==> src/rtl/core/sla_ram.sv <==
// Generic single-write, single-read RAM with registered read data.
module sla_ram #(
	parameter int WIDTH = 8,
	parameter int DEPTH = 64
) (
	input  logic                     clk,
	input  logic                     we,
	input  logic [$clog2(DEPTH)-1:0] waddr,
	input  logic [WIDTH-1:0]         wdata,
	input  logic                     re,
	input  logic [$clog2(DEPTH)-1:0] raddr,
	output logic [WIDTH-1:0]         q
);

	logic [WIDTH-1:0] mem_q [DEPTH];

	always_ff @(posedge clk) begin
		if (we) begin
			mem_q[waddr] <= wdata;
		end
		if (re) begin
			q <= mem_q[raddr];
		end
	end

endmodule

==> config.mk <==
export PLATFORM = sky130hd
export DESIGN_NAME = sla_ram
export DESIGN_NICKNAME = d
export VERILOG_FILES = /design/src/rtl/core/sla_ram.sv
export SDC_FILE = /design/constraint.sdc
export NUM_CORES = 1
export LEC_CHECK = 0
export ABC_AREA = 1
export BUFFER_PORTS_ARGS = -buffer_cell sky130_fd_sc_hd__buf_2
export CORE_UTILIZATION = 50
export DETAILED_ROUTE_END_ITERATION = 10
export GPL_ROUTABILITY_DRIVEN = 0
export MAX_ROUTING_LAYER = met4
export PLACE_DENSITY = 0.69
export RECOVER_POWER = 25
export SLEW_MARGIN = 20
export SYNTH_ARGS = -nofsm -noshare
export SYNTH_HDL_FRONTEND = slang
export SYNTH_SLANG_ARGS = --single-unit
export TNS_END_PERCENT = 30
==> constraint.sdc <==
create_clock -name clk -period 1.95 [get_ports clk]
set_input_delay 0.195 -clock clk [delete_from_list [all_inputs] [get_ports clk]]
set_output_delay 0.195 -clock clk [all_outputs]
set_load 0.01 [all_outputs]
# After elaboration in Yosys (flattened, before gate mapping)
# Memory sizes are Yosys's and may differ from the RTL's. A register that Yosys moved wholly into a read port is not among the register bits.
# Index checks and enable logic that the tools add are counted.
[totals] out_inout_bits=8 in_bits=23 reg_bits=0 ramBits=512 n_memories=1
[memory_table] memory="mem_q" words=64 word_bits=8 rd=1 rd_clocked_by_memory_dff=1 wr=1 line="15" source="logic [WIDTH-1:0] mem_q [DEPTH];"
[op_classes] n_mux=2
[ops] operator="$mux 1" count=2

# Logic depth before layout (Yosys ltp)
[depth] word_depth=2 mapped_depth=12 depth_no_buf=9

# Worst setup path before layout
# OpenSTA, ideal clock, no wires.
[synth_timing] kind="input-to-reg" start="input we" end="memory mem_q[48][0] (enable)" slack_ps=-11 stages=3 arrival_time_ps=1566 setup_time_ps=395 path_buffers=1 path_cell_list="clkbuf_1 -> nand4_1 -> nor4_1"
[synth_via] elab_chain_len=2
[synth_rtl] item="start: declaration" line="7" source="input logic we,"
[synth_rtl] item="$mux 1" line="18" source="if (we) begin"
[synth_rtl] item="$mux 1 (implied by the code)" line="19" source="mem_q[waddr] <= wdata;"
[synth_rtl] item="end: declaration" line="15"
# Every way passes these cells.

# Worst setup path after layout
[layout_timing] start="register q[5], read port of mem_q" end="output q[5]"
[layout_lines] item="start: declaration" line="12" source="output logic [WIDTH-1:0] q"
# No word-level cell between the ends.

==> results.rst <==
.. list-table::
   :header-rows: 1

   * - Metric
     - Value
   * - Status
     - finished with violations
   * - Violations in the final reports
     - capacitance limit, slew limit
   * - Standard-cell rows
     - 75
   * - Critical-path cell with the highest stage delay
     - edfxtp_1
   * - Post_cts resized
     - 0
   * - Total half-perimeter wirelength after legalization and detailed placement
     - 30.24 mm
   * - Classification of the worst setup path
     - reg2out
   * - Net total in the final layout
     - 1904
   * - Flop and latch count out of synthesis
     - 520
   * - Design area
     - 0.02403 mm^2
   * - Post-synthesis average cell area
     - 11.87 um^2
   * - Effective utilization at floorplan
     - 0.5084
   * - VDD IR max
     - 0.6389 mV
   * - Detailed-route DRC error count
     - 0
   * - First-iteration detailed-routing DRC count
     - ~1500
   * - Number of max-cap violations
     - 2
   * - Share of post-route cells with drive strength above 1
     - 0.1047
   * - Minimum setup slack in the final design
     - 0.4766 ns
   * - CTS Root Cell
     - clkbuf_16
   * - Tcrit/Tclk final
     - 0.7556
   * - Count of clock tree sinks
     - 520
   * - Worst-case setup slack after placement
     - 0.1565 ns
   * - Residual antenna-violating net count after detailed routing
     - 0
   * - Number of top-level design ports
     - 31
   * - Nets in the synthesized netlist
     - 1828
   * - Sequential fraction of the synthesis area
     - 0.7290
   * - Relative slew margins
     - -0.05602
   * - TritonCTS clock tree
     - yes
   * - Yosys warning total
     - 0
   * - Die footprint
     - 0.04367 mm^2
   * - Number of global-route vias before repair
     - 13500
   * - Setup crit start kind
     - flip-flop
   * - Crit path max-delay family
     - flip-flops
   * - Unrepaired setup endpoints after global routing
     - no
   * - Hold crit path type
     - in2reg
   * - Maximum clock insertion buffer count
     - 3
   * - CP Cell Sequence
     - buf_2
   * - Wire length of the first global-routing pass
     - 78.78 mm
   * - Largest stage delay, worst path
     - 0.50 ns
   * - Largest net degree at the start of global routing
     - 97
   * - CTS clock-pin slew for the worst setup and hold paths
     - 0.06 ns
   * - PnR Total Power
     - ~23 mW
   * - Maximum level of the CTS H-tree
     - 2
   * - Post-Syn Instances
     - 1805
   * - Kind of end point of the critical path
     - output pin
   * - Count of different cell masters after synthesis
     - 15
   * - FMAX
     - 0.6787 GHz
   * - Pin slew with the least headroom to its limit
     - about 1.6 ns
   * - CP Data Required Time
     - 1.75 ns
   * - Ratio of total power to cell area
     - roughly 960 mW/mm^2
   * - Final number of setup-violating endpoints
     - 0
   * - Total instance count after detailed placement
     - roughly 2400
   * - Layout Area Growth over Synthesis
     - 12.20%
   * - Clock buffer count from CTS
     - 52
   * - Final core area utilization
     - 0.5704
   * - Total Routed Length
     - 51.07 mm
   * - Crit path time final
     - 1.473 ns
   * - Via-per-instance ratio
     - ~5.7
   * - Non-filler instance count after layout
     - 2464
   * - Post-synthesis cell area
     - 0.02142 mm^2
   * - Die Width
     - about 210 um
   * - Final hold viol count
     - 0
   * - Number of max-slew violations in the final report
     - 130
   * - Global route overflow
     - 0
   * - Endpoint arrival time on the critical path
     - 1.28 ns
   * - Buffer and inverter count on the worst path
     - 1
   * - Final clock skew
     - 0.01416 ns
   * - Worst skew pair latency
     - 0.59 ns
   * - Via Count
     - between 10000 and 15000
   * - Average wire per cell in the routed design
     - 20.72 um
   * - Cell area after placement
     - roughly 0.022 mm^2
   * - Total GRT Usage
     - 0.2449
   * - Leakage component of the power
     - 8.751 nW
   * - Number of I/O port buffers
     - 30
   * - Placeable core region
     - between 0.04 and 0.05 mm^2
   * - Largest fanout on the critical path
     - 1
   * - Antenna violations before repair
     - 5
   * - Die H
     - 209.0 um
   * - Number of detailed-routing iterations run before antenna repair
     - 6
[synth_stat cells, drive strengths merged]
| master | n | share of area |
|---|---|---|
| edfxtp | 520 | 0.73 |
| nand3 | 439 | 0.10 |
| nand4 | 9 | 0.0026 |
| clkbuf | 15 | 0.0026 |
| buf | 98 | 0.035 |
| nand2 | 648 | 0.11 |
| nor4 | 8 | 0.0023 |
| inv | 12 | 0.0023 |
| nor2 | 56 | 0.0098 |
[per-stage QoR]
step                      hold slack [ns]  TNS, ns
after floorplan                    0.2939  -0.7113
after global placement             0.5864        0
after detailed placement           0.5908        0
after CTS                         0.01675        0
after global routing              0.05162        0
final                             0.04910        0
[logic make-up (layout without fill, tap and decap cells)]
family | Yosys count | after routing | synth area share
simple gates | 1160 | 1160 | 0.2309
flops | 520 | 520 | 0.7290
buf+inv | 125 | 240 | 0.04007
other cells | 0 | 5 | 0
[state kept, by name, summed over array words and instances, names as in the netlist]
signal / cells
q: 8
mem_q: 512
[final timing paths]
check / from / end / slack [ns] / depth (start not counted)
worst max register to register: mem_q[53][1]$_DFFE_PP_ / q[1]$_DFFE_PP_ / 0.48 / 8
worst min register to register: mem_q[20][0]$_DFFE_PP_ / q[0]$_DFFE_PP_ / 0.90 / 8
worst min-delay path: raddr[5] / q[7]$_DFFE_PP_ / 0.05 / 3
worst max-delay path: q[5]$_DFFE_PP_ / q[5] / 0.48 / 1
[layout by cell type, fill, tap and decap left out, drive strengths merged]
cell type	n
clkinvlp	4
bufinv	2
dlygate4sd3	1
nand2	648
nand3	439
edfxtp	520
buf	129
diode	5
clkbuf	71
nor2	56
inv	12
nand4	9
clkinv	21
nor4	8
[per-layer routing]
layer,global-route usage,wire length (um),up-vias,share of wire
met5,-,0,-,0
met3,0.04479,4464,95,0.087
met1,0.3358,21700,6711,0.42
met2,0.3739,23680,605,0.46
li1,-,-,6513,-
met4,0.07581,1227,0,0.024
[what timing repair did]
item | CTS | global route
buffers inserted | 0 | 0
endpoints found under the hold margin | 8 | 0
hold buffers | 1 | 0
[report_power, final]
group          internal [mW]  total (mW)  switching (mW)
Sequential              12.4        12.4          0.0309
Clock                   5.22        9.27            4.05
Combinational          0.399        1.47            1.07
Total                   18.0        23.2            5.15
[final cells by class]
type                       instances  area, um^2
multi-input combinational       1160        4946
clock buffer                      66        1375
tap                              539       674.4
sequential                       520       15620
clock inverter                    27       178.9
inverter                          12       52.55
antenna                            5       12.51
timing repair buffer             135        1179
fill                            3381       18100
(Power assumes the default switching activity.)
