[src/rtl/core/sla_pkg.sv]
// Types and constants shared by the serial line assembler modules.
package sla_pkg;

	localparam logic [1:0] MODE_BYTE  = 2'd0;
	localparam logic [1:0] MODE_REARM = 2'd1;
	localparam logic [1:0] MODE_READ  = 2'd2;
	localparam logic [1:0] MODE_CLEAR = 2'd3;

	localparam logic [7:0] CH_LF = 8'h0a;
	localparam logic [7:0] CH_CR = 8'h0d;

	localparam logic [7:0] REJECT_MAX = 8'hff;

	typedef struct packed {
		logic [1:0] mode;
		logic [7:0] rx_byte;
		logic       rx_fault;
		logic [5:0] read_index;
	} item_t;

	typedef struct packed {
		logic       line_ready;
		logic       event_pending;
		logic [6:0] char_count;
		logic [7:0] error_count;
		logic       accepting;
		logic [7:0] read_data;
		logic       line_present;
	} result_t;

	typedef struct packed {
		logic       line_ready;
		logic       event_pending;
		logic [6:0] char_count;
		logic [7:0] error_count;
		logic       accepting;
		logic       line_present;
		logic       read_sel;
	} status_t;

endpackage

[src/rtl/core/sla_ctrl.sv]
// Line state registers and the per-beat update of count, enable, reject and event.
module sla_ctrl #(
	parameter int LINE_DEPTH = 64
) (
	input  logic                          clk,
	input  logic                          arst_n,
	input  logic                          step,
	input  sla_pkg::item_t                it,
	output logic                          wr_en,
	output logic [$clog2(LINE_DEPTH)-1:0] wr_addr,
	output logic [7:0]                    wr_data,
	output logic [$clog2(LINE_DEPTH)-1:0] rd_addr,
	output sla_pkg::status_t              status
);

	localparam int AW = $clog2(LINE_DEPTH);
	localparam int CW = $clog2(LINE_DEPTH + 1);

	logic [CW-1:0] fill_q, fill_d;
	logic          take_q, take_d;
	logic [7:0]    reject_q, reject_d;
	logic          event_q, event_d;
	logic          ready_d;
	logic          is_char;
	logic          can_take;
	logic          is_cr;
	logic [31:0]   fill_wide;

	assign is_char  = (it.mode == sla_pkg::MODE_BYTE) && !it.rx_fault
		&& (it.rx_byte != sla_pkg::CH_LF);
	assign is_cr    = (it.rx_byte == sla_pkg::CH_CR);
	assign can_take = take_q && (reject_q == 8'd0) && (fill_q < CW'(LINE_DEPTH));

	always_comb begin
		fill_d   = fill_q;
		take_d   = take_q;
		reject_d = reject_q;
		event_d  = event_q;
		ready_d  = 1'b0;
		wr_en    = 1'b0;
		wr_data  = it.rx_byte;
		case (it.mode)
			sla_pkg::MODE_BYTE: begin
				if (is_char) begin
					if (can_take) begin
						wr_en = 1'b1;
						if (is_cr) begin
							wr_data = 8'd0;
							take_d  = 1'b0;
							event_d = 1'b1;
							ready_d = 1'b1;
						end else begin
							fill_d = CW'(fill_q + 1'b1);
						end
					end else begin
						if (reject_q != sla_pkg::REJECT_MAX) begin
							reject_d = reject_q + 8'd1;
						end
						fill_d = '0;
						if (is_cr) begin
							reject_d = 8'd0;
							take_d   = 1'b1;
						end
					end
				end
			end
			sla_pkg::MODE_REARM: begin
				fill_d = '0;
				take_d = 1'b1;
			end
			sla_pkg::MODE_CLEAR: begin
				event_d = 1'b0;
			end
			default: begin
			end
		endcase
	end

	assign wr_addr = AW'(fill_q);
	assign rd_addr = AW'(it.read_index);

	always_ff @(posedge clk or negedge arst_n) begin
		if (!arst_n) begin
			fill_q   <= '0;
			take_q   <= 1'b1;
			reject_q <= 8'd0;
			event_q  <= 1'b0;
		end else if (step) begin
			fill_q   <= fill_d;
			take_q   <= take_d;
			reject_q <= reject_d;
			event_q  <= event_d;
		end
	end

	assign fill_wide = 32'(fill_d);

	always_comb begin
		status.line_ready    = ready_d;
		status.event_pending = event_d;
		status.char_count    = fill_wide[6:0];
		status.error_count   = reject_d;
		status.accepting     = take_d;
		status.line_present  = (fill_d != '0);
		status.read_sel      = (it.mode == sla_pkg::MODE_READ)
			&& (32'(it.read_index) < 32'(LINE_DEPTH));
	end

endmodule

[config.mk]
export PLATFORM = sky130hd
export DESIGN_NAME = sla_ctrl
export DESIGN_NICKNAME = d
export VERILOG_FILES = /design/src/rtl/core/sla_pkg.sv /design/src/rtl/core/sla_ctrl.sv
export SDC_FILE = /design/constraint.sdc
export NUM_CORES = 1
export LEC_CHECK = 0
export ABC_AREA = 1
export BUFFER_PORTS_ARGS = -buffer_cell sky130_fd_sc_hd__buf_2
export CAP_MARGIN = 20
export CORE_UTILIZATION = 37
export DETAILED_ROUTE_END_ITERATION = 16
export PLACE_DENSITY = 0.65
export SYNTH_ARGS = -nofsm -noshare
export SYNTH_HDL_FRONTEND = slang
export SYNTH_SLANG_ARGS = --single-unit
[constraint.sdc]
create_clock -name clk -period 2.73 [get_ports clk]
set_clock_uncertainty 0.1 [all_clocks]
set_input_delay 0.6825 -clock clk [delete_from_list [all_inputs] [get_ports clk]]
set_output_delay 0.6825 -clock clk [all_outputs]
set_load 0.1 [all_outputs]
==> Word-level counts from Yosys, hierarchy flattened <==
Index checks and enable logic that the tools add are counted.
{ "op_classes": {"add_sub_neg": 2, "order_cmp": 1, "n_eq_ne": 6, "mux": 29, "n_reduce_logical": 8} }
{ "op_table": {"columns": ["cell", "n"], "rows": [
  ["$mux 8", 9],
  ["$mux 7", 3],
  ["$mux 1", 14],
  ["$pmux 7 s2", 1],
  ["$add 8x1->8 const B", 1],
  ["$eq 8x4->1 const B", 1],
  ["$logic_not 8->1", 1],
  ["$ne 8x4->1 const B", 1],
  ["$ne 8x8->1 const B", 1],
  ["$add 7x1->7 const B", 1],
  ["$lt 7x7->1 const B", 1],
  ["$reduce_bool 7->1", 1],
  ["$eq 2x2->1 const B", 2],
  ["$logic_and 1x1->1", 4],
  ["$pmux 1 s2", 2],
  ["$eq 2x1->1 const B", 1],
  ["$logic_not 2->1", 1],
  ["$logic_not 1->1", 1]
]} }
{ "totals": {"regBits": 17, "inputBits": 20, "output_inout_bits": 41, "elab_cells": 50} }

==> Longest topological paths before layout <==
{ "logic_depth": {"ltp_word": 7, "mapped_depth": 14, "mapped_depth_nobuf": 14} }

==> Least setup slack after synthesis <==
OpenSTA, ideal clock, no wires.
{ "synth_timing": {"kind": "input to output", "startpoint": "input it[15] in the netlist's numbering", "endpoint": "output status[6] in the netlist's numbering", "arrival_ns": 3.535, "t_required_ns": 1.947, "slack_ns": -1.587, "stages": 7, "path_buffers": 1, "path_cell_list": "inv_1 > ha_1 > inv_2 > or2_1 > nor2_4 > buf_6 > o21ai_0"} }
{ "synth_rtl": {"columns": ["element", "line_no", "rtl"], "rows": [
  ["start: declaration", "sla_ctrl.sv:8", "input sla_pkg::item_t it,"],
  ["end: declaration", "sla_ctrl.sv:13", "output sla_pkg::status_t status"]
]} }

==> flow_summary.yaml <==
outcome:
  status: "complete, but fails checks"
  violations: "negative setup slack"
floorplan:
  die_y_um: 67.2
  core_area_sq_um: 4030
  die_area_sq_um: 4520
  io_pins: 61
  die_w_um: 67.2
  placementRows: 23
  start_util_pct: 39.1
global_routing:
  grt_pass1_wl_mm: 7.37
  grt_antenna_before_repair: 0
  grt_remaining_overflow: 0
  grt_max_degree: 30
  grt_pass1_vias: 1668
  grt_usage_pct: 21.6
pwr:
  p_per_area_nw_per_um2: 449
  p_total_w: 0.00127
  vdd_ir_drop_max_mv: 0.387
  leakagePower_nw: 1.37
logic_synthesis:
  syn_inst: 243
  synth-simple-area-share_pct: 32.4
  yosysWarnings: 0
  synth_nets: 269
  syn-cell-area_sq_um: 1570
  syn-mean-instance-area_sq_um: 6.48
  muxShareOfSynthArea_pct: 0
  synth-xor-area-share_pct: 1.67
  ys_seq_elements: 17
  synth_top_family_by_area: "simple AND/OR/NAND/NOR gates"
  synth_compound_area_share_pct: 14.9
  ys_types: 29
  synth-adder-area-share_pct: 4.77
  seq_area_frac_synth_pct: 27.1
critical_path:
  worstSetupEndpointType: "output pin"
  endpoint: "status[1]"
  r2r-end: "event_q$_DFFE_PN0P_"
  timing.rr.start: "reject_q[0]$_DFFE_PN0P_"
  crit_chain: "buf_8, inv_6, ha_4, inv_2, or2_4, nor2_4, buf_4, nand3_2, nand2_1, inv_2, a21oi_4, nor2_2, nand3_4, buf_12"
  critPathRequiredTime_ns: 1.95
  r2r.worst_path.cells: 14
  worst-path-max-fanout: 6
  cpMaxStageDelayCell: "or2_4"
  start_kind: "primary input"
  path_common_cell: "inv_2"
  crit_start: "it[15]"
  critical-path-max-stage-delay_ns: 0.26
  worstSetupPathType: "in -> out"
  r2r_slack_ns: 0.59
  worstPathArrival_ns: 2.28
clocking:
  cts.clk_slew.worst_paths_ns: 0.07
  cts_root_buffer: "clkbuf_8"
  numCtsBuffers: 3
  cts_max_path_buffers: 2
  cts.sinks: 17
  insertion_delay_ns: 0.25
  cts.htree.levels: 1
  cts_tree: "yes"
timing:
  period_share_pct: 112
  tns_ns: -5.17
  hold_viol_final: 0
  layout_setup_ws_ns: -0.337
  drv_slew: 0
  tightest_slew_ns: 0.494
  relSlewSlack_pct: 67.0
  rsz0062_at_grt: "yes"
  finalSetupViolations: 22
  whs_ns: 0.252
  fin_crit_ns: 3.07
  fmax_mhz: 326
drt:
  drc: 0
  drtPass1Iterations: 4
  vias_per_cell: 4.78
  drt_wl_total_mm: 4.54
  vias: 1764
  wire_per_inst_um: 12.3
  drtIter0Drc: 79
  ant_nets: 0
layout:
  diodes: 0
  final_cells: 369
  area_growth_pct: 79.0
  fin_area_sq_um: 2820
  drive_above_1_share_pct: 52.0
  final_nets: 346
worst_hold_path:
  min_path_type: "in -> async"
placed_design:
  gp_congestion: 0.856
  dpl.hpwl_mm: 3.32
  portBuffers: 48
  placedCellCount: 353
  place_area_sq_um: 2480
flow_run:
  maxCapViolations: 0
[what timing repair did]
item | 4_1_cts | 5_1_grt
gates resized for setup | 52 | 9
hold buffers | 0 | 0
buffers inserted | 12 | 3
pin swaps | 15 | 7
endpoints found under the setup margin | 22 | 23
[cell type report]
class / count / area, sq um
multi-input cells: 163 / 1090
inverters: 39 / 174
fillers: 292 / 1210
clock buffers: 4 / 45.0
flip-flops and latches: 17 / 427
repair buffers: 96 / 1020
well taps: 50 / 62.6
[worst max-delay path: cells and delay by family]
kind,cells,cell delay (ns)
compound gates,1,0.12
buf+inv,6,0.54
fa+ha+maj,1,0.13
simple gates,6,0.80
[synth_stat cells, drive strengths merged]
| cell | number | area share [%] |
|---|---|---|
| nand3 | 20 | 6.7 |
| nor2 | 30 | 9.2 |
| nor3 | 1 | 0.64 |
| dfrtp | 16 | 25 |
| clkbuf | 7 | 1.7 |
| xor2 | 3 | 1.7 |
| nand4 | 2 | 0.79 |
| ha | 6 | 4.8 |
| nand2 | 59 | 15 |
| a21o | 2 | 0.95 |
| buf | 17 | 8.1 |
| a21oi | 2 | 0.87 |
| dfstp | 1 | 1.7 |
| inv | 39 | 9.3 |
| o21ai | 34 | 11 |
| or2 | 1 | 0.40 |
| o21bai | 2 | 1.7 |
| a31oi | 1 | 0.40 |
[placed cells by master (no fill, tap or decap)]
master / Yosys / layout
o21bai_1: 1 / 1
inv_12: 0 / 1
o21ai_2: 1 / 8
inv_1: 37 / 25
inv_4: 0 / 1
clkbuf_8: 0 / 3
nand3_1: 19 / 11
nand2_2: 4 / 6
xor2_1: 3 / 3
buf_6: 1 / 8
o21bai_4: 1 / 1
nor2_4: 3 / 9
dfstp_2: 1 / 1
o21ai_4: 0 / 2
clkbuf_1: 7 / 1
a21o_1: 2 / 2
nor2_2: 4 / 5
nand2_1: 55 / 46
o21ai_0: 17 / 12
buf_4: 15 / 38
o21ai_1: 16 / 12
or2_4: 0 / 1
buf_8: 0 / 2
ha_1: 6 / 5
nor2_1: 23 / 16
nand4_1: 2 / 2
ha_4: 0 / 1
buf_2: 0 / 23
buf_12: 0 / 25
clkinvlp_4: 0 / 2
a31oi_1: 1 / 1
nand3_4: 0 / 1
a21oi_4: 0 / 2
nor3_4: 0 / 1
inv_6: 0 / 1
nand2_4: 0 / 7
inv_2: 2 / 9
dfrtp_1: 16 / 16
nand3_2: 1 / 8
[flip-flops by register name, indices dropped and copies added, names as in the netlist]
signal / cells
event_q: 1
fill_q: 7
reject_q: 8
take_q: 1
[through the flow]
step                setup slack, ns  utilization [%]
CTS                          -0.347             69.1
floorplan                    -0.622                -
global placement             -0.416             61.5
global route                 -0.416             69.9
finish                       -0.337             69.9
detailed placement           -0.466             61.5
[kinds of logic (layout without fill, tap and decap cells)]
| group | Yosys count | in the layout |
|---|---|---|
| xor+xnor | 3 | 3 |
| simple gates | 113 | 113 |
| buf+inv | 63 | 139 |
| compound gates | 41 | 41 |
| flops | 17 | 17 |
| fa+ha+maj | 6 | 6 |
[power breakdown]
part	leakage, nW	switching, W	internal [W]
combinational	1.12	0.000490	0.000273
sequential	0.223	0.0000268	0.000281
clock	0.0228	0.0000916	0.000104
total	1.37	0.000608	0.000657
[routing by layer]
metal / routed length (um) / GRT usage (%) / share of wire (%)
met5: 0 / 0 / 0
met1: 2050 / 27.0 / 45
met3: 193 / 2.87 / 4.3
met4: 77 / 8.24 / 1.7
met2: 2220 / 37.4 / 49
[worst min path at each step]
stage / to / start / slack, ns / depth (start not counted)
after floorplan: event_q$_DFFE_PN0P_ / arst_n / 0.29 / 0
after global placement: event_q$_DFFE_PN0P_ / event_q$_DFFE_PN0P_ / 0.37 / 2
after detailed placement: take_q$_DFFE_PN1P_ / take_q$_DFFE_PN1P_ / 0.38 / 2
after CTS: fill_q[3]$_DFFE_PN0P_ / arst_n / 0.27 / 1
after global routing: fill_q[1]$_DFFE_PN0P_ / arst_n / 0.28 / 1
final: fill_q[3]$_DFFE_PN0P_ / arst_n / 0.25 / 1
Power figures use the tool's default switching activity.
